===== src/rtl/bole_pkg.sv =====
// ----------------------------------------------------------------------------
// bole_pkg
// Shared types and constants of the bounded ordered list engine: operation
// and status codes, controller states, and the command and status bundles
// that join the controller to the datapath.
// ----------------------------------------------------------------------------
package bole_pkg;

    // Field widths fixed by the item format.
    localparam int VALUE_W = 32;
    localparam int POS_W   = 7;
    localparam int CODE_W  = 3;

    // Upper bound on results produced by one item, and the width of its counter.
    localparam int MAX_RESULTS = 16;
    localparam int EMIT_W      = $clog2(MAX_RESULTS + 1);

    // Operation codes carried with every input beat.
    typedef enum logic [CODE_W-1:0] {
        OP_PUSH_FRONT   = 3'd0,
        OP_PUSH_BACK    = 3'd1,
        OP_INSERT_AFTER = 3'd2,
        OP_POP_FRONT    = 3'd3,
        OP_POP_BACK     = 3'd4,
        OP_DELETE_AFTER = 3'd5,
        OP_SEARCH       = 3'd6,
        OP_READ_OUT     = 3'd7
    } op_t;

    // Result status codes.
    typedef enum logic [CODE_W-1:0] {
        STAT_OK       = 3'd0,
        STAT_EMPTY    = 3'd1,
        STAT_BADPOS   = 3'd2,
        STAT_FULL     = 3'd3,
        STAT_NOTFOUND = 3'd4
    } status_t;

    // What the decoded item asks of the datapath.
    typedef enum logic [1:0] {
        ACT_ERR,
        ACT_INSERT,
        ACT_REMOVE,
        ACT_SCAN
    } action_t;

    // Controller states.
    typedef enum logic [2:0] {
        S_IDLE,
        S_DECODE,
        S_MOVE,
        S_SCAN_CHK,
        S_SCAN_WAIT,
        S_FINAL,
        S_RESP
    } state_t;

    // Commands from the controller to the datapath.
    typedef struct packed {
        logic load;
        logic emit_err;
        logic move_start;
        logic move;
        logic scan_read;
        logic scan_step;
        logic emit_final;
    } dp_cmd_t;

    // Status from the datapath to the controller.
    typedef struct packed {
        action_t act;
        logic    move_done;
        logic    out_busy;
        logic    scan_done;
        logic    is_readout;
    } dp_stat_t;

endpackage


===== src/rtl/bole_ram.sv =====
// ----------------------------------------------------------------------------
// bole_ram
// Generic simple dual-port RAM: one write port and one read port with a
// registered read.
// ----------------------------------------------------------------------------
module bole_ram #(
    parameter int WIDTH = 32,
    parameter int DEPTH = 16
) (
    input  logic                     clk,
    input  logic                     we,
    input  logic [$clog2(DEPTH)-1:0] waddr,
    input  logic [WIDTH-1:0]         wdata,
    input  logic                     re,
    input  logic [$clog2(DEPTH)-1:0] raddr,
    output logic [WIDTH-1:0]         rdata
);

    logic [WIDTH-1:0] mem [DEPTH];
    logic [WIDTH-1:0] rdata_reg;

    // Write port.
    always_ff @(posedge clk)
    begin
        if (we)
        begin
            mem[waddr] <= wdata;
        end
    end

    // Registered read port.
    always_ff @(posedge clk)
    begin
        if (re)
        begin
            rdata_reg <= mem[raddr];
        end
    end

    assign rdata = rdata_reg;

endmodule


===== src/rtl/bole_dp.sv =====
// ----------------------------------------------------------------------------
// bole_dp
// Datapath of the list engine: item registers, element count, the shift
// engine that moves stored elements one place up or down, the scan logic
// for search and read-out, and the result output register.
// ----------------------------------------------------------------------------
module bole_dp #(
    parameter int CAPACITY = 16
) (
    input  logic                           clk,
    input  logic                           rst_n,
    input  bole_pkg::dp_cmd_t              cmd,
    output bole_pkg::dp_stat_t             stat,
    input  logic [bole_pkg::CODE_W-1:0]    in_op,
    input  logic signed [bole_pkg::VALUE_W-1:0] in_value,
    input  logic [bole_pkg::POS_W-1:0]     in_position,
    output logic                           out_valid,
    input  logic                           out_ready,
    output logic [bole_pkg::CODE_W-1:0]    out_status,
    output logic signed [bole_pkg::VALUE_W-1:0] out_value,
    output logic [bole_pkg::POS_W-1:0]     out_position,
    output logic                           out_last
);

    localparam int CW   = $clog2(CAPACITY + 1);
    localparam int AW   = $clog2(CAPACITY);
    localparam int CMPW = 8;

    // Item registers.
    bole_pkg::op_t                      op_reg;
    logic signed [bole_pkg::VALUE_W-1:0] val_reg;
    logic [bole_pkg::POS_W-1:0]          pos_reg;

    // List state.
    logic [CW-1:0] count_reg, count_next;

    // Shift engine.
    logic [AW-1:0] src_reg, src_next;
    logic [AW-1:0] wa_reg, wa_next;
    logic [AW-1:0] tgt_reg, tgt_next;
    logic [CW-1:0] mv_left_reg, mv_left_next;
    logic          rdv_reg, rdv_next;
    logic          up_reg, up_next;

    // Scan state.
    logic [AW-1:0]                  idx_reg, idx_next;
    logic [bole_pkg::EMIT_W-1:0]    emit_cnt_reg, emit_cnt_next;
    logic                           pend_valid_reg, pend_valid_next;
    logic [bole_pkg::POS_W-1:0]     pend_pos_reg, pend_pos_next;
    logic                           done_reg, done_next;

    // Output register.
    logic                           out_valid_reg;
    bole_pkg::status_t              out_status_reg;
    logic [bole_pkg::VALUE_W-1:0]   out_value_reg;
    logic [bole_pkg::POS_W-1:0]     out_pos_reg;
    logic                           out_last_reg;

    // Decode results.
    bole_pkg::action_t act;
    bole_pkg::status_t err_st;
    logic [AW-1:0]     tgt;
    logic              full, empty;
    logic [CMPW-1:0]   p8, c8;

    // RAM port signals.
    logic                         ram_we, ram_re;
    logic [AW-1:0]                ram_waddr, ram_raddr;
    logic [bole_pkg::VALUE_W-1:0] ram_wdata, ram_rdata;

    // Scan and emission signals.
    logic                         move_done;
    logic                         last_elem, cap_hit, match, pend_emit;
    logic [bole_pkg::EMIT_W-1:0]  emit_after;
    logic                         emit;
    bole_pkg::status_t            e_st;
    logic [bole_pkg::VALUE_W-1:0] e_val;
    logic [bole_pkg::POS_W-1:0]   e_pos;
    logic                         e_last;

    // Decode the held item against the current element count.
    always_comb
    begin
        full   = (count_reg == CW'(CAPACITY));
        empty  = (count_reg == '0);
        p8     = CMPW'(pos_reg);
        c8     = CMPW'(count_reg);
        act    = bole_pkg::ACT_ERR;
        err_st = bole_pkg::STAT_OK;
        tgt    = '0;
        case (op_reg)
            bole_pkg::OP_PUSH_FRONT, bole_pkg::OP_PUSH_BACK:
            begin
                tgt = (op_reg == bole_pkg::OP_PUSH_FRONT) ? '0 : AW'(count_reg);
                if (full)
                begin
                    err_st = bole_pkg::STAT_FULL;
                end
                else
                begin
                    act = bole_pkg::ACT_INSERT;
                end
            end
            bole_pkg::OP_INSERT_AFTER:
            begin
                tgt = AW'(pos_reg);
                if (full)
                begin
                    err_st = bole_pkg::STAT_FULL;
                end
                else if (pos_reg == '0)
                begin
                    err_st = bole_pkg::STAT_BADPOS;
                end
                else if (empty)
                begin
                    err_st = bole_pkg::STAT_EMPTY;
                end
                else if (p8 > c8)
                begin
                    err_st = bole_pkg::STAT_BADPOS;
                end
                else
                begin
                    act = bole_pkg::ACT_INSERT;
                end
            end
            bole_pkg::OP_POP_FRONT, bole_pkg::OP_POP_BACK:
            begin
                tgt = (op_reg == bole_pkg::OP_POP_FRONT) ? '0 :
                      AW'(count_reg - CW'(1));
                if (empty)
                begin
                    err_st = bole_pkg::STAT_EMPTY;
                end
                else
                begin
                    act = bole_pkg::ACT_REMOVE;
                end
            end
            bole_pkg::OP_DELETE_AFTER:
            begin
                tgt = AW'(pos_reg);
                if (empty)
                begin
                    err_st = bole_pkg::STAT_EMPTY;
                end
                else if (pos_reg == '0 || p8 >= c8)
                begin
                    err_st = bole_pkg::STAT_BADPOS;
                end
                else
                begin
                    act = bole_pkg::ACT_REMOVE;
                end
            end
            default:
            begin
                if (empty)
                begin
                    err_st = bole_pkg::STAT_EMPTY;
                end
                else
                begin
                    act = bole_pkg::ACT_SCAN;
                end
            end
        endcase
    end

    // Scan conditions for the element whose read data is now valid.
    assign move_done  = (mv_left_reg == '0) && !rdv_reg;
    assign last_elem  = (idx_reg == AW'(count_reg - CW'(1)));
    assign cap_hit    = (emit_cnt_reg == bole_pkg::EMIT_W'(bole_pkg::MAX_RESULTS - 1));
    assign match      = (ram_rdata == val_reg);
    assign pend_emit  = match && pend_valid_reg;
    assign emit_after = emit_cnt_reg + bole_pkg::EMIT_W'(pend_emit);

    // Element store.
    bole_ram #(
        .WIDTH (bole_pkg::VALUE_W),
        .DEPTH (CAPACITY)
    ) u_ram (
        .clk   (clk),
        .we    (ram_we),
        .waddr (ram_waddr),
        .wdata (ram_wdata),
        .re    (ram_re),
        .raddr (ram_raddr),
        .rdata (ram_rdata)
    );

    // RAM port selection: shift engine writes and reads, scan reads.
    always_comb
    begin
        ram_we    = cmd.move && (rdv_reg || (move_done && up_reg));
        ram_waddr = rdv_reg ? wa_reg : tgt_reg;
        ram_wdata = rdv_reg ? ram_rdata : val_reg;
        ram_re    = (cmd.move && (mv_left_reg != '0)) || cmd.scan_read;
        ram_raddr = cmd.move ? src_reg : idx_reg;
    end

    // Next state of count, shift engine and scan registers.
    always_comb
    begin
        count_next      = count_reg;
        src_next        = src_reg;
        wa_next         = wa_reg;
        tgt_next        = tgt_reg;
        mv_left_next    = mv_left_reg;
        rdv_next        = rdv_reg;
        up_next         = up_reg;
        idx_next        = idx_reg;
        emit_cnt_next   = emit_cnt_reg;
        pend_valid_next = pend_valid_reg;
        pend_pos_next   = pend_pos_reg;
        done_next       = done_reg;

        if (cmd.load)
        begin
            idx_next        = '0;
            emit_cnt_next   = '0;
            pend_valid_next = 1'b0;
            done_next       = 1'b0;
        end

        // Set up a shift: up opens a gap at the target, down closes one there.
        if (cmd.move_start)
        begin
            up_next  = (act == bole_pkg::ACT_INSERT);
            tgt_next = tgt;
            rdv_next = 1'b0;
            if (act == bole_pkg::ACT_INSERT)
            begin
                mv_left_next = count_reg - CW'(tgt);
                src_next     = AW'(count_reg - CW'(1));
            end
            else
            begin
                mv_left_next = count_reg - CW'(1) - CW'(tgt);
                src_next     = tgt + AW'(1);
            end
        end

        // One shift step: read the next source, write the previous one.
        if (cmd.move)
        begin
            if (mv_left_reg != '0)
            begin
                rdv_next     = 1'b1;
                wa_next      = up_reg ? src_reg + AW'(1) : src_reg - AW'(1);
                src_next     = up_reg ? src_reg - AW'(1) : src_reg + AW'(1);
                mv_left_next = mv_left_reg - CW'(1);
            end
            else
            begin
                rdv_next = 1'b0;
                if (!rdv_reg)
                begin
                    count_next = up_reg ? count_reg + CW'(1) : count_reg - CW'(1);
                end
            end
        end

        // One scan step over the element just read.
        if (cmd.scan_step)
        begin
            idx_next = idx_reg + AW'(1);
            if (op_reg == bole_pkg::OP_READ_OUT)
            begin
                emit_cnt_next = emit_cnt_reg + bole_pkg::EMIT_W'(1);
                done_next     = last_elem || cap_hit;
            end
            else
            begin
                emit_cnt_next = emit_after;
                if (match)
                begin
                    pend_valid_next = 1'b1;
                    pend_pos_next   = bole_pkg::POS_W'(idx_reg) + bole_pkg::POS_W'(1);
                end
                done_next = last_elem || ((match || pend_valid_reg) &&
                            (emit_after ==
                             bole_pkg::EMIT_W'(bole_pkg::MAX_RESULTS - 1)));
            end
        end
    end

    // Result selection for the output register.
    always_comb
    begin
        emit   = 1'b0;
        e_st   = bole_pkg::STAT_OK;
        e_val  = '0;
        e_pos  = '0;
        e_last = 1'b1;
        if (cmd.emit_err)
        begin
            emit = 1'b1;
            e_st = err_st;
        end
        if (cmd.move && move_done)
        begin
            emit = 1'b1;
        end
        if (cmd.scan_step)
        begin
            if (op_reg == bole_pkg::OP_READ_OUT)
            begin
                emit   = 1'b1;
                e_val  = ram_rdata;
                e_last = last_elem || cap_hit;
            end
            else if (pend_emit)
            begin
                emit   = 1'b1;
                e_pos  = pend_pos_reg;
                e_last = 1'b0;
            end
        end
        if (cmd.emit_final)
        begin
            emit = 1'b1;
            if (pend_valid_reg)
            begin
                e_pos = pend_pos_reg;
            end
            else
            begin
                e_st = bole_pkg::STAT_NOTFOUND;
            end
        end
    end

    // Control registers.
    always_ff @(posedge clk or negedge rst_n)
    begin
        if (!rst_n)
        begin
            count_reg      <= '0;
            mv_left_reg    <= '0;
            rdv_reg        <= 1'b0;
            up_reg         <= 1'b0;
            emit_cnt_reg   <= '0;
            pend_valid_reg <= 1'b0;
            done_reg       <= 1'b0;
            out_valid_reg  <= 1'b0;
        end
        else
        begin
            count_reg      <= count_next;
            mv_left_reg    <= mv_left_next;
            rdv_reg        <= rdv_next;
            up_reg         <= up_next;
            emit_cnt_reg   <= emit_cnt_next;
            pend_valid_reg <= pend_valid_next;
            done_reg       <= done_next;
            if (emit)
            begin
                out_valid_reg <= 1'b1;
            end
            else if (out_ready)
            begin
                out_valid_reg <= 1'b0;
            end
        end
    end

    // Payload registers.
    always_ff @(posedge clk)
    begin
        if (cmd.load)
        begin
            op_reg  <= bole_pkg::op_t'(in_op);
            val_reg <= in_value;
            pos_reg <= in_position;
        end
        src_reg      <= src_next;
        wa_reg       <= wa_next;
        tgt_reg      <= tgt_next;
        idx_reg      <= idx_next;
        pend_pos_reg <= pend_pos_next;
        if (emit)
        begin
            out_status_reg <= e_st;
            out_value_reg  <= e_val;
            out_pos_reg    <= e_pos;
            out_last_reg   <= e_last;
        end
    end

    // Status to the controller.
    always_comb
    begin
        stat.act        = act;
        stat.move_done  = move_done;
        stat.out_busy   = out_valid_reg;
        stat.scan_done  = done_reg;
        stat.is_readout = (op_reg == bole_pkg::OP_READ_OUT);
    end

    assign out_valid    = out_valid_reg;
    assign out_status   = out_status_reg;
    assign out_value    = out_value_reg;
    assign out_position = out_pos_reg;
    assign out_last     = out_last_reg;

endmodule


===== src/rtl/bole_ctrl.sv =====
// ----------------------------------------------------------------------------
// bole_ctrl
// Controller of the list engine: accepts one item at a time and sequences
// the datapath through decode, element shifting, scanning and result beats.
// ----------------------------------------------------------------------------
module bole_ctrl (
    input  logic                clk,
    input  logic                rst_n,
    input  logic                in_valid,
    output logic                in_ready,
    input  bole_pkg::dp_stat_t  stat,
    output bole_pkg::dp_cmd_t   cmd
);

    bole_pkg::state_t state_reg, state_next;

    // State register.
    always_ff @(posedge clk or negedge rst_n)
    begin
        if (!rst_n)
        begin
            state_reg <= bole_pkg::S_IDLE;
        end
        else
        begin
            state_reg <= state_next;
        end
    end

    // Next state and datapath commands.
    always_comb
    begin
        state_next = state_reg;
        cmd        = '0;
        in_ready   = 1'b0;
        case (state_reg)
            bole_pkg::S_IDLE:
            begin
                in_ready = 1'b1;
                if (in_valid)
                begin
                    cmd.load   = 1'b1;
                    state_next = bole_pkg::S_DECODE;
                end
            end
            bole_pkg::S_DECODE:
            begin
                case (stat.act)
                    bole_pkg::ACT_INSERT, bole_pkg::ACT_REMOVE:
                    begin
                        cmd.move_start = 1'b1;
                        state_next     = bole_pkg::S_MOVE;
                    end
                    bole_pkg::ACT_SCAN:
                    begin
                        cmd.scan_read = 1'b1;
                        state_next    = bole_pkg::S_SCAN_CHK;
                    end
                    default:
                    begin
                        cmd.emit_err = 1'b1;
                        state_next   = bole_pkg::S_RESP;
                    end
                endcase
            end
            bole_pkg::S_MOVE:
            begin
                cmd.move = 1'b1;
                if (stat.move_done)
                begin
                    state_next = bole_pkg::S_RESP;
                end
            end
            bole_pkg::S_SCAN_CHK:
            begin
                cmd.scan_step = 1'b1;
                state_next    = bole_pkg::S_SCAN_WAIT;
            end
            bole_pkg::S_SCAN_WAIT:
            begin
                if (!stat.out_busy)
                begin
                    if (!stat.scan_done)
                    begin
                        cmd.scan_read = 1'b1;
                        state_next    = bole_pkg::S_SCAN_CHK;
                    end
                    else if (stat.is_readout)
                    begin
                        state_next = bole_pkg::S_IDLE;
                    end
                    else
                    begin
                        state_next = bole_pkg::S_FINAL;
                    end
                end
            end
            bole_pkg::S_FINAL:
            begin
                cmd.emit_final = 1'b1;
                state_next     = bole_pkg::S_RESP;
            end
            bole_pkg::S_RESP:
            begin
                if (!stat.out_busy)
                begin
                    state_next = bole_pkg::S_IDLE;
                end
            end
            default:
            begin
                state_next = bole_pkg::S_IDLE;
            end
        endcase
    end

endmodule


===== src/rtl/bounded_ordered_list_engine.sv =====
// ----------------------------------------------------------------------------
// bounded_ordered_list_engine
// Ordered list of up to CAPACITY signed 32-bit values with front, back and
// positional insert and delete, search and read-out.
//
//   Channel  Dir  Signals                            Contents
//   s_*      in   s_tvalid s_tready s_tdata s_tuser  one operation per beat
//   m_*      out  m_tvalid m_tready m_tdata m_tuser  result beats, m_tlast
//                 m_tlast                            marks an item's final beat
//
// One item is worked at a time; the next waits until every beat has left.
// An error sends one beat; an insert or delete first shifts elements one
// place through the single read port of the element RAM to open or close
// a gap at its target. A scan reads the elements one by one and waits on
// each beat it sends; a search adds a final beat. A stalled m_tready holds
// the engine until the beat is taken. Reset empties the list at once; the
// element RAM needs no clearing.
module bounded_ordered_list_engine #(
    parameter int CAPACITY = 16
) (
    input  logic        clk,
    input  logic        rst_n,
    input  logic        s_tvalid,
    output logic        s_tready,
    input  logic [39:0] s_tdata,   // value[31:0], position[38:32], zero[39]
    input  logic [2:0]  s_tuser,   // operation[2:0]
    output logic        m_tvalid,
    input  logic        m_tready,
    output logic [39:0] m_tdata,   // value_out[31:0], found_position[38:32], zero[39]
    output logic [2:0]  m_tuser,   // status[2:0]
    output logic        m_tlast
);

    bole_pkg::dp_cmd_t  cmd;
    bole_pkg::dp_stat_t stat;

    logic signed [bole_pkg::VALUE_W-1:0] value_out;
    logic [bole_pkg::POS_W-1:0]          found_position;

    // Sequencing.
    bole_ctrl u_ctrl (
        .clk      (clk),
        .rst_n    (rst_n),
        .in_valid (s_tvalid),
        .in_ready (s_tready),
        .stat     (stat),
        .cmd      (cmd)
    );

    // Storage, shifting, scanning and the result register.
    bole_dp #(
        .CAPACITY (CAPACITY)
    ) u_dp (
        .clk          (clk),
        .rst_n        (rst_n),
        .cmd          (cmd),
        .stat         (stat),
        .in_op        (s_tuser),
        .in_value     (s_tdata[31:0]),
        .in_position  (s_tdata[38:32]),
        .out_valid    (m_tvalid),
        .out_ready    (m_tready),
        .out_status   (m_tuser),
        .out_value    (value_out),
        .out_position (found_position),
        .out_last     (m_tlast)
    );

    // Result beat packing.
    assign m_tdata = {1'b0, found_position, value_out};

`ifndef NO_ASSERTIONS
    // The engine only takes an item once every result beat has left.
    a_ready_no_pending: assert property (@(posedge clk) disable iff (!rst_n)
        s_tready |-> !m_tvalid)
        else $error("input ready while a result beat is pending");

    // An accepted item passes through decode before its first result.
    a_no_instant_result: assert property (@(posedge clk) disable iff (!rst_n)
        (s_tvalid && s_tready) |=> (!m_tvalid && !s_tready))
        else $error("result or new item directly after accept");

    // At most one load or emission command is issued per cycle.
    a_single_emit: assert property (@(posedge clk) disable iff (!rst_n)
        $onehot0({cmd.load, cmd.emit_err, cmd.scan_step, cmd.emit_final}))
        else $error("conflicting datapath commands");
`endif

endmodule

===== config.mk =====
export PLATFORM = sky130hd
export DESIGN_NAME = bounded_ordered_list_engine
export DESIGN_NICKNAME = d
export VERILOG_FILES = /design/src/rtl/bole_pkg.sv /design/src/rtl/bole_ram.sv /design/src/rtl/bole_dp.sv /design/src/rtl/bole_ctrl.sv /design/src/rtl/bounded_ordered_list_engine.sv
export SDC_FILE = /design/constraint.sdc
export NUM_CORES = 1
export LEC_CHECK = 0
export BUFFER_PORTS_ARGS = -buffer_cell sky130_fd_sc_hd__buf_2
export CORE_UTILIZATION = 50
export DETAILED_ROUTE_END_ITERATION = 16
export HOLD_SLACK_MARGIN = 0.08
export PLACE_DENSITY = 0.66
export RECOVER_POWER = 50
export SYNTH_ARGS = -nofsm -noshare
export SYNTH_HDL_FRONTEND = slang
export SYNTH_HIERARCHICAL = 1
export SYNTH_SLANG_ARGS = --single-unit
export TNS_END_PERCENT = 30

===== constraint.sdc =====
create_clock -name clk -period 5.8 [get_ports clk]
set_clock_uncertainty 0.05 [all_clocks]
set_input_delay 0 -clock clk [delete_from_list [all_inputs] [get_ports clk]]
set_output_delay 0 -clock clk [all_outputs]
set_load 0.05 [all_outputs]

# Word level (Yosys, flattened, before mapping)

Memory sizes are Yosys's and may differ from the RTL's. A register that Yosys moved wholly into a read port is not among the register bits.
Cells that the tools add are included.

Register bits after elaboration: 131
Memory bits (writable): 512
Input bits: 47
Output and inout port bits: 46
Word-level logic and storage cells: 188
Memories: 1

$add $sub $neg: 12
Order comparisons: 2
Equality and inequality tests: 24
Mux-type cells: 92
Bitwise gates (word level): 3
Reduce and logical (&&, ||, !) cells: 33

Memories:

| name           | depth | width | read ports | clocked after Yosys merged registers in | write ports | line           | source |
|---|---|---|---|---|---|---|---|
| u_dp.u_ram.mem | 16    | 32    | 1          | 1                                       | 1           | bole_ram.sv:19 | `logic [WIDTH-1:0] mem [DEPTH];` |

Operators with widths:

| kind                | count |
|---|---|
| $mux 4              | 12 |
| $mux 5              | 8 |
| $mux 3              | 13 |
| $mux 1              | 36 |
| $mux 7              | 5 |
| $eq 32x32->1        | 1 |
| $mux 32             | 1 |
| $mux 2              | 11 |
| $pmux 3 s7          | 1 |
| $eq 3x3->1 const B  | 6 |
| $add 4x1->4 const B | 3 |
| $eq 3x2->1 const B  | 4 |
| $pmux 4 s3          | 1 |
| $add 5x1->5 const B | 2 |
| $eq 5x4->1 const B  | 2 |
| $logic_not 5->1     | 2 |
| $sub 5x1->5 const B | 2 |
| $sub 5x4->5         | 2 |
| $pmux 3 s3          | 1 |
| $pmux 2 s4          | 1 |
| $reduce_or 2->1     | 4 |
| $ge 7x5->1          | 1 |
| $gt 7x5->1          | 1 |
| $logic_and 1x1->1   | 7 |
| 23 further kinds    | 39 |

# Depth between registers and ports, before layout

Gate-level depths: netlist (run 1).

Depth in word-level cells: 17
Gate-level depth with buffers: 18
Gate-level depth less buffers: 17

# Hierarchy

The synthesis (run 1) kept the hierarchy.

By module, submodules not included:

| module                      | times used | cells each | area an instance (µm²) | seq. area each (µm²) |
|---|---|---|---|---|
| bole_ram                    | 1          | 838        | 20174.3                | 16335.7 |
| bole_dp                     | 1          | 568        | 6647.6                 | 3583.4 |
| bole_ctrl                   | 1          | 39         | 301.5                  | 75.1 |
| bounded_ordered_list_engine | 1          | 2          | 11.3                   | 0.0 |

# Least setup slack after synthesis (run 1)

No wires, ideal clock.

Kind: register to register
Start: register u_ctrl.state_reg[1]
End: memory u_dp.u_ram.mem[0][0] (enable)
Setup time: 0.461 ns
Arrival time: 4.291 ns
Data required time: 5.289 ns
Setup slack: 0.998 ns
Cell stages (with the launch flop): 7
Path buffers: 2
Period minus slack after synthesis: 4.802 ns
Cells stage by stage: dfrtp_1 clkbuf_1 nor3b_1 clkbuf_1 nor2b_1 or3b_2 nor3_1

RTL lines:

| item                   | line            | source |
|---|---|---|
| start, declared        | bole_ctrl.sv:15 | `bole_pkg::state_t state_reg, state_next;` |
| start signal, assigned | bole_ctrl.sv:22 | `state_reg <= bole_pkg::S_IDLE;` |
| start signal, assigned | bole_ctrl.sv:26 | `state_reg <= state_next;` |
| end, declared          | bole_ram.sv:19  |  |

==> results of run 1 <==
final cells by class:
| cell class | instances | share of cell area |
|---|---|---|
| tap | 696 | 0.0277 |
| antenna | 1 | 0.0000795 |
| timing repair buffer | 205 | 0.0475 |
| clock buffer | 85 | 0.0581 |
| inverter | 37 | 0.00441 |
| clock inverter | 40 | 0.0121 |
| multi-input combinational | 661 | 0.215 |
| sequential | 671 | 0.635 |
how the worst max path moves through the flow:
stage	cells past startpoint	endpoint	slack [ns]	start
final	12	u_dp/src_reg[3]	1.57	u_dp/count_reg[4]
after global routing	14	u_dp/out_value[8]	1.23	u_dp/count_reg[0]
after CTS	12	u_dp/u_ram/rdata[11]	1.56	u_dp/count_reg[4]
after detailed placement	12	u_dp/u_ram/rdata[14]	1.59	u_dp/count_reg[4]
after global placement	13	u_dp/u_ram/rdata[15]	1.60	u_dp/count_reg[2]
after floorplan	6	u_dp/u_ram/mem[0][0]	1.0	u_ctrl/state_reg[1]
cells in the final DEF (no fill, tap or decap), types with 5 or more instances in the layout:
cell type / Yosys / layout
sky130_fd_sc_hd__mux2_1: 0 / 32
sky130_fd_sc_hd__nor4_1: 11 / 11
sky130_fd_sc_hd__bufinv_16: 0 / 6
sky130_fd_sc_hd__clkbuf_16: 0 / 71
sky130_fd_sc_hd__mux2_2: 42 / 9
sky130_fd_sc_hd__nand4_1: 6 / 6
sky130_fd_sc_hd__xor2_1: 40 / 40
sky130_fd_sc_hd__nand2_1: 66 / 66
sky130_fd_sc_hd__ha_1: 23 / 23
sky130_fd_sc_hd__nor3_1: 19 / 15
sky130_fd_sc_hd__xnor2_1: 18 / 18
sky130_fd_sc_hd__nand3_1: 14 / 14
sky130_fd_sc_hd__nand2b_1: 6 / 5
sky130_fd_sc_hd__clkinv_1: 2 / 17
sky130_fd_sc_hd__clkbuf_1: 36 / 62
sky130_fd_sc_hd__mux4_2: 128 / 128
sky130_fd_sc_hd__edfxtp_1: 644 / 644
sky130_fd_sc_hd__a31oi_1: 6 / 6
sky130_fd_sc_hd__and3_1: 42 / 42
sky130_fd_sc_hd__dlygate4sd3_1: 0 / 86
sky130_fd_sc_hd__inv_1: 34 / 35
sky130_fd_sc_hd__buf_4: 17 / 27
sky130_fd_sc_hd__a22oi_1: 65 / 65
sky130_fd_sc_hd__nor2_4: 0 / 13
sky130_fd_sc_hd__a21oi_1: 17 / 17
sky130_fd_sc_hd__buf_2: 11 / 42
sky130_fd_sc_hd__dfrtp_1: 23 / 23
sky130_fd_sc_hd__nor2_1: 46 / 33
sky130_fd_sc_hd__o21ai_0: 20 / 20
sky130_fd_sc_hd__a21o_1: 7 / 6
sky130_fd_sc_hd__clkinv_2: 0 / 9
sky130_fd_sc_hd__mux2i_1: 10 / 10
per-layer routing:
layer | share of wire | wire, um | global-route usage | vias up
met2 | 0.50 | 31000 | 0.387 | 531
met1 | 0.41 | 25400 | 0.308 | 7494
met4 | 0.022 | 1390 | 0.0698 | 0
met5 | 0 | 0 | 0 | -
met3 | 0.074 | 4630 | 0.0417 | 95
li1 | - | - | - | 6233
power by group:
part	internal [mW]	switching, mW
Sequential	6.80	0.424
Combinational	2.15	3.52
Clock	2.52	1.82
Total	11.5	5.77
worst register-to-register path: cells and delay by family (launching register included):
kind	cells	cell delay, ns
and+or+nand+nor	3	1.02
buffers and inverters	3	0.41
DFF	1	0.53
adders and majority gates	2	0.60
AOI/OAI and AO/OA	4	1.50
timing repair:
action,in CTS,in global routing
hold endpoints to repair,83,0
buffers inserted,0,0
hold buffers,87,0
cell families (layout without fill, tap and decap cells):
kind of cell,count (synthesis),count (layout),synth area share
compound gates,155,155,0.0404
xor+xnor,58,58,0.0187
fa+ha+maj,24,24,0.0113
buf+inv,116,367,0.0200
flops,671,671,0.737
mux,180,180,0.127
other cells,2,4,0.000277
simple gates,241,241,0.0451
==> flow_metrics.env, run 1 <==
export IMPL_setup_tns_ns=0
export IMPL_cts_htree_levels=3
export IMPL_post_route_cell_area_um2=31500
export IMPL_synth_warnings=6
export IMPL_drt_antenna_violating_nets=0
export IMPL_cts_tree="yes"
export IMPL_yosys_area_top_type="sky130_fd_sc_hd__edfxtp_1"
export IMPL_path_class="reg -> reg"
export IMPL_cp_cell_sequence="inv_1 -> ha_1 -> a2111oi_2 -> o21ai_1 -> a311o_1 -> inv_1 -> inv_1 -> ha_1 -> and3_1 -> nand2_1 -> a2111oi_0 -> nor2_1"
export IMPL_wl_um=62400
export IMPL_clk_insertion_delay_late_ns=0.60
export IMPL_routabilityCongestion=0.781
export IMPL_drt_pass1_iterations=5
export IMPL_placement_setup_worst_slack_ns=1.59
export IMPL_setup_violations=0
export IMPL_post_cts_resize_count=0
export IMPL_vias=14400
export IMPL_final_setup_margin_ns=1.57
export IMPL_yosys_most_used_dff="sky130_fd_sc_hd__edfxtp_1"
export IMPL_placed_instance_area_um2=28500
export IMPL_fp_dieW_um=235
export IMPL_placedCellCount=2183
export IMPL_power_density_nw_per_um2=548
export IMPL_i_o_pins=93
export IMPL_yosysUniqueCellTypes=69
export IMPL_outcome="finished, violations left"
export IMPL_worstRegToRegCells=12
export IMPL_drt_iter0_markers=1144
export IMPL_nNetsFinal=1717
export IMPL_worstSetupStartpointType="flop"
export IMPL_critPathRequiredTime_ns=6.21
export IMPL_clock_tree_buffer_depth=3
export IMPL_dp_hpwl_um=35100
export IMPL_cts_buffers_inserted=70
export IMPL_most_frequent_cp_cell="sky130_fd_sc_hd__inv_1"
export IMPL_finalWorstPathRequiredPeriod_ns=4.23
export IMPL_maxClockFrequency_ghz=0.237
export IMPL_report_final_hold_viol_count=0
export IMPL_rows=85
export IMPL_timing_critical_path_slowest_cell_delay_ns=0.59
export IMPL_ir_drop_uv=389
export IMPL_fraction_of_layout_instances_using_a_drive_strength_above_1=0.197
export IMPL_max_flop_register="u_dp/u_ram/mem"
export IMPL_placement_io_buffers=88
export IMPL_worst_setup_path_end_kind="flop"
export IMPL_min_period_over_period=0.729
export IMPL_grt_first_pass_wirelength_um=93000
export IMPL_max_slew_worst_pin_slew_ns=2.68
export IMPL_area_sequential_um2=20000
export IMPL_fin_util=0.586
export IMPL_instances_no_fill=2396
export IMPL_core_area_um2=53700
export IMPL_clock_sinks=671
export IMPL_die_h_um=235
export IMPL_post_layout_power_mw=17.2
export IMPL_aggregate_global_route_resource_usage=0.230
export IMPL_failing_checks="capacitance limit, slew limit"
export IMPL_netlist_instances=1447
export IMPL_synthMostInstantiatedCell="sky130_fd_sc_hd__edfxtp_1"
export IMPL_grt_pass1_vias=14700
export IMPL_post_synth_cell_area_avg_um2=18.8
export IMPL_yosys_top_cells_area="sky130_fd_sc_hd__edfxtp_1 71%, sky130_fd_sc_hd__mux4_2 11%, sky130_fd_sc_hd__dfrtp_1 2.1%"
export IMPL_wl_per_cell_um=26.0
export IMPL_setup_repair_after_global_routing_missed_its_margin="false"
export IMPL_synth_seq_area_share=0.737
export IMPL_root_buffer="sky130_fd_sc_hd__clkbuf_16"
export IMPL_static_leakage_power_nw=10.6
export IMPL_synthDominantCellAreaShare=0.713
export IMPL_starting_density_of_the_core=0.505
export IMPL_max_slew_margin_rel=-0.788
export IMPL_synth_ff_latch_count=671
export IMPL_synth_area_um2=27100
export IMPL_cap_violations=2
export IMPL_timing_hold_worst_path_depth=4
export IMPL_min_delay_start="m_tready"
export IMPL_fin_worst_hold_slack_ns=0.170
export IMPL_worstHoldEndpoint="u_dp/out_valid"
export IMPL_synth_common_cells="644 x sky130_fd_sc_hd__edfxtp_1, 128 x sky130_fd_sc_hd__mux4_2, 66 x sky130_fd_sc_hd__nand2_1"
export IMPL_antenna_violations_before_repair=1
export IMPL_r2r_start="u_dp/count_reg[4]"
export IMPL_avgViaCountPerCell=5.99
export IMPL_multiInputGateArea_um2=6760
export IMPL_fillers=3951
export IMPL_cts_reportedPaths_clkPinSlew_ns=0.05
export IMPL_layout_area_overhead_vs_synth_pct=16.0
export IMPL_timing_max_transition_violations_final=67
export IMPL_synth_enable_flop_cells=644
export IMPL_timing_critical_path_slowest_stage_cell="sky130_fd_sc_hd__and3_1"
export IMPL_crit_buf_inv=3
export IMPL_worstPathMaxFanout=16
export IMPL_grt_overflow_total=0
export IMPL_largest_reg_flops=512
export IMPL_ff_to_ff_end="u_dp/src_reg[3]"
export IMPL_synthArstFlopShare=0.0343
export IMPL_post_route_drc_count=0
export IMPL_critical_path_top_delay_family="compound AO/OA/AOI/OAI gates"
export IMPL_ff2ff_setup_slack_ns=1.57
export IMPL_die_area_um2=55200
export IMPL_crit_path_dat_ns=4.63
export IMPL_holdCritPathClass="in -> reg"
export IMPL_maximum_number_of_pins_on_one_net_before_global_route_repair=97
Note: power is estimated with default switching activity, not from simulation.
==> run 2, diff against run 1 <==
==> constraint.sdc (replaced) <==
create_clock -name clk -period 4.2 [get_ports clk]
set_clock_uncertainty 0.05 [all_clocks]
set_input_delay 0 -clock clk [delete_from_list [all_inputs] [get_ports clk]]
set_output_delay 0 -clock clk [all_outputs]
set_load 0.05 [all_outputs]
==> flow_metrics.env, run 2 (synthesis results as in run 1) <==
export IMPL_antennaDiodeCount=0
export IMPL_setup_violations=0
export IMPL_setup_fix_bufs_post_cts=0
export IMPL_grt_overflow_total=0
export IMPL_cts_htree_levels=3
export IMPL_drt_iter0_markers=1230
export IMPL_failing_checks="capacitance limit, slew limit"
export IMPL_die_h_um=235
export IMPL_static_leakage_power_nw=10.7
export IMPL_worst_setup_path_end_kind="flop"
export IMPL_avgViaCountPerCell=6.00
export IMPL_layout_cells_most_common="sky130_fd_sc_hd__edfxtp_1"
export IMPL_largest_reg_flops=512
export IMPL_ir_drop_uv=497
export IMPL_setup_repair_after_global_routing_missed_its_margin="false"
export IMPL_cts_buffers_inserted=71
export IMPL_clock_sinks=671
export IMPL_maxClockFrequency_ghz=0.251
export IMPL_finalWorstPathRequiredPeriod_ns=3.98
export IMPL_cts_tree="yes"
export IMPL_critPathRequiredTime_ns=4.69
export IMPL_placement_io_buffers=88
export IMPL_drt_pass1_iterations=5
export IMPL_max_slew_worst_pin_slew_ns=2.18
export IMPL_vias=14500
export IMPL_path_class="reg -> reg"
export IMPL_root_buffer="sky130_fd_sc_hd__clkbuf_16"
export IMPL_i_o_pins=93
export IMPL_fp_dieW_um=235
export IMPL_crit_path_dat_ns=4.46
export IMPL_max_slew_margin_rel=-0.453
export IMPL_antenna_violations_before_repair=2
export IMPL_die_area_um2=55200
export IMPL_max_flop_register="u_dp/u_ram/mem"
export IMPL_report_final_hold_viol_count=0
export IMPL_cts_reportedPaths_clkPinSlew_ns=0.05
export IMPL_post_layout_power_mw=24.0
export IMPL_post_route_drc_count=0
export IMPL_post_route_cell_area_um2=31700
export IMPL_starting_density_of_the_core=0.505
export IMPL_outcome="finished, violations left"
export IMPL_maximum_number_of_pins_on_one_net_before_global_route_repair=57
export IMPL_wl_um=63300
export IMPL_rows=85
export IMPL_routabilityCongestion=0.857
export IMPL_dp_hpwl_um=34100
export IMPL_grt_first_pass_wirelength_um=94300
export IMPL_aggregate_global_route_resource_usage=0.234
export IMPL_power_density_nw_per_um2=758
export IMPL_placed_instance_area_um2=28700
export IMPL_cap_violations=2
export IMPL_timing_max_transition_violations_final=37
export IMPL_worstSetupStartpointType="flop"
export IMPL_fillers=3938
export IMPL_layout_area_overhead_vs_synth_pct=16.9
export IMPL_holdCritPathClass="in -> reg"
export IMPL_worstPathMaxFanout=12
export IMPL_fraction_of_layout_instances_using_a_drive_strength_above_1=0.205
export IMPL_clk_insertion_delay_late_ns=0.61
export IMPL_layout_cells_most_common_list="644 x sky130_fd_sc_hd__edfxtp_1, 128 x sky130_fd_sc_hd__mux4_2, 85 x sky130_fd_sc_hd__dlygate4sd3_1"
export IMPL_fin_worst_hold_slack_ns=0.160
export IMPL_wl_per_cell_um=26.2
export IMPL_clock_tree_buffer_depth=3
export IMPL_grt_pass1_vias=15000
export IMPL_nNetsFinal=1733
export IMPL_drt_antenna_violating_nets=0
export IMPL_min_period_over_period=0.947
export IMPL_core_area_um2=53700
## run 2: cell types whose count changed in the layout (fill, tap and decap cells not counted), moves of 3 or more
| cell | previous run | this run |
|---|---|---|
| sky130_fd_sc_hd__buf_4 | 27 | 33 |
| sky130_fd_sc_hd__clkinv_2 | 9 | 14 |
| sky130_fd_sc_hd__buf_12 | 2 | 10 |
| sky130_fd_sc_hd__clkinv_1 | 17 | 14 |
| sky130_fd_sc_hd__clkbuf_1 | 62 | 69 |
| sky130_fd_sc_hd__clkinvlp_4 | 4 | 1 |
## run 2: area by class of cell
type	count	area, um2	share of cell area
flip-flops and latches	671	20000	0.630
clock inverters	38	342	0.0108
well taps	696	871	0.0275
multi-input cells	661	6770	0.213
clock buffers	91	1900	0.0600
inverters	37	139	0.00438
repair buffers	220	1690	0.0534
## run 2: per-layer routing
layer,vias up,track usage,part of all wire
met2,506,0.394,0.50
met1,7574,0.308,0.40
met4,2,0.0781,0.031
met3,145,0.0445,0.061
li1,6269,-,-
met5,-,0,0.00021
## run 2: path summary, 6_finish.rpt
check / slack, ns / start / cells after the start / end
worst min-delay path: 0.16 / m_tready / 4 / u_dp/out_valid
min in group asynchronous: 0.87 / rst_n / 4 / u_dp/count_reg[4]
worst max-delay path: 0.22 / u_dp/count_reg[3] / 16 / u_dp/mv_left_reg[4]
worst max register to register: 0.22 / u_dp/count_reg[3] / 16 / u_dp/mv_left_reg[4]
worst min register to register: 0.52 / u_dp/emit_cnt_reg[4] / 2 / u_dp/emit_cnt_reg[4]
max in group asynchronous: 2.38 / rst_n / 4 / u_dp/count_reg[2]
## run 2: timing repair
action / in CTS / in global routing
gates resized for setup: 0 / 1
setup endpoints to repair: 0 / 1
hold endpoints to repair: 84 / 0
hold buffers: 86 / 0
## run 2: worst max-delay path: stages, from the launching register on
cell and delay (ns):
sky130_fd_sc_hd__dfrtp_1 0.50, sky130_fd_sc_hd__inv_1 0.13, sky130_fd_sc_hd__ha_1 0.21, sky130_fd_sc_hd__a2111oi_2 0.41, sky130_fd_sc_hd__o311ai_1 0.20, sky130_fd_sc_hd__a211o_2 0.42, sky130_fd_sc_hd__inv_2 0.19, sky130_fd_sc_hd__nor2_2 0.10
sky130_fd_sc_hd__xnor2_1 0.16, sky130_fd_sc_hd__ha_1 0.22, sky130_fd_sc_hd__fa_1 0.41, sky130_fd_sc_hd__inv_1 0.07, sky130_fd_sc_hd__a21o_1 0.10, sky130_fd_sc_hd__a21oi_1 0.08, sky130_fd_sc_hd__xnor2_1 0.17, sky130_fd_sc_hd__or4_1 0.41
sky130_fd_sc_hd__nand3_1 0.08
## run 2: where the power goes
group	switching, mW	internal [mW]	leakage [nW]
Sequential	0.521	9.39	6.17
Clock	2.56	3.48	1.10
Combinational	4.98	3.11	3.40
## run 2: stage by stage
step / setup TNS, ns / cells / setup WS, ns / util
after floorplan: -16.68 / 1448 / -0.261 / -
after global placement: 0 / 2199 / 0.352 / 0.534
after detailed placement: 0 / 2199 / 0.238 / 0.534
after CTS: 0 / 2414 / 0.208 / 0.592
after global routing: 0 / 2414 / 0.0393 / 0.590
final: 0 / 2414 / 0.222 / 0.590
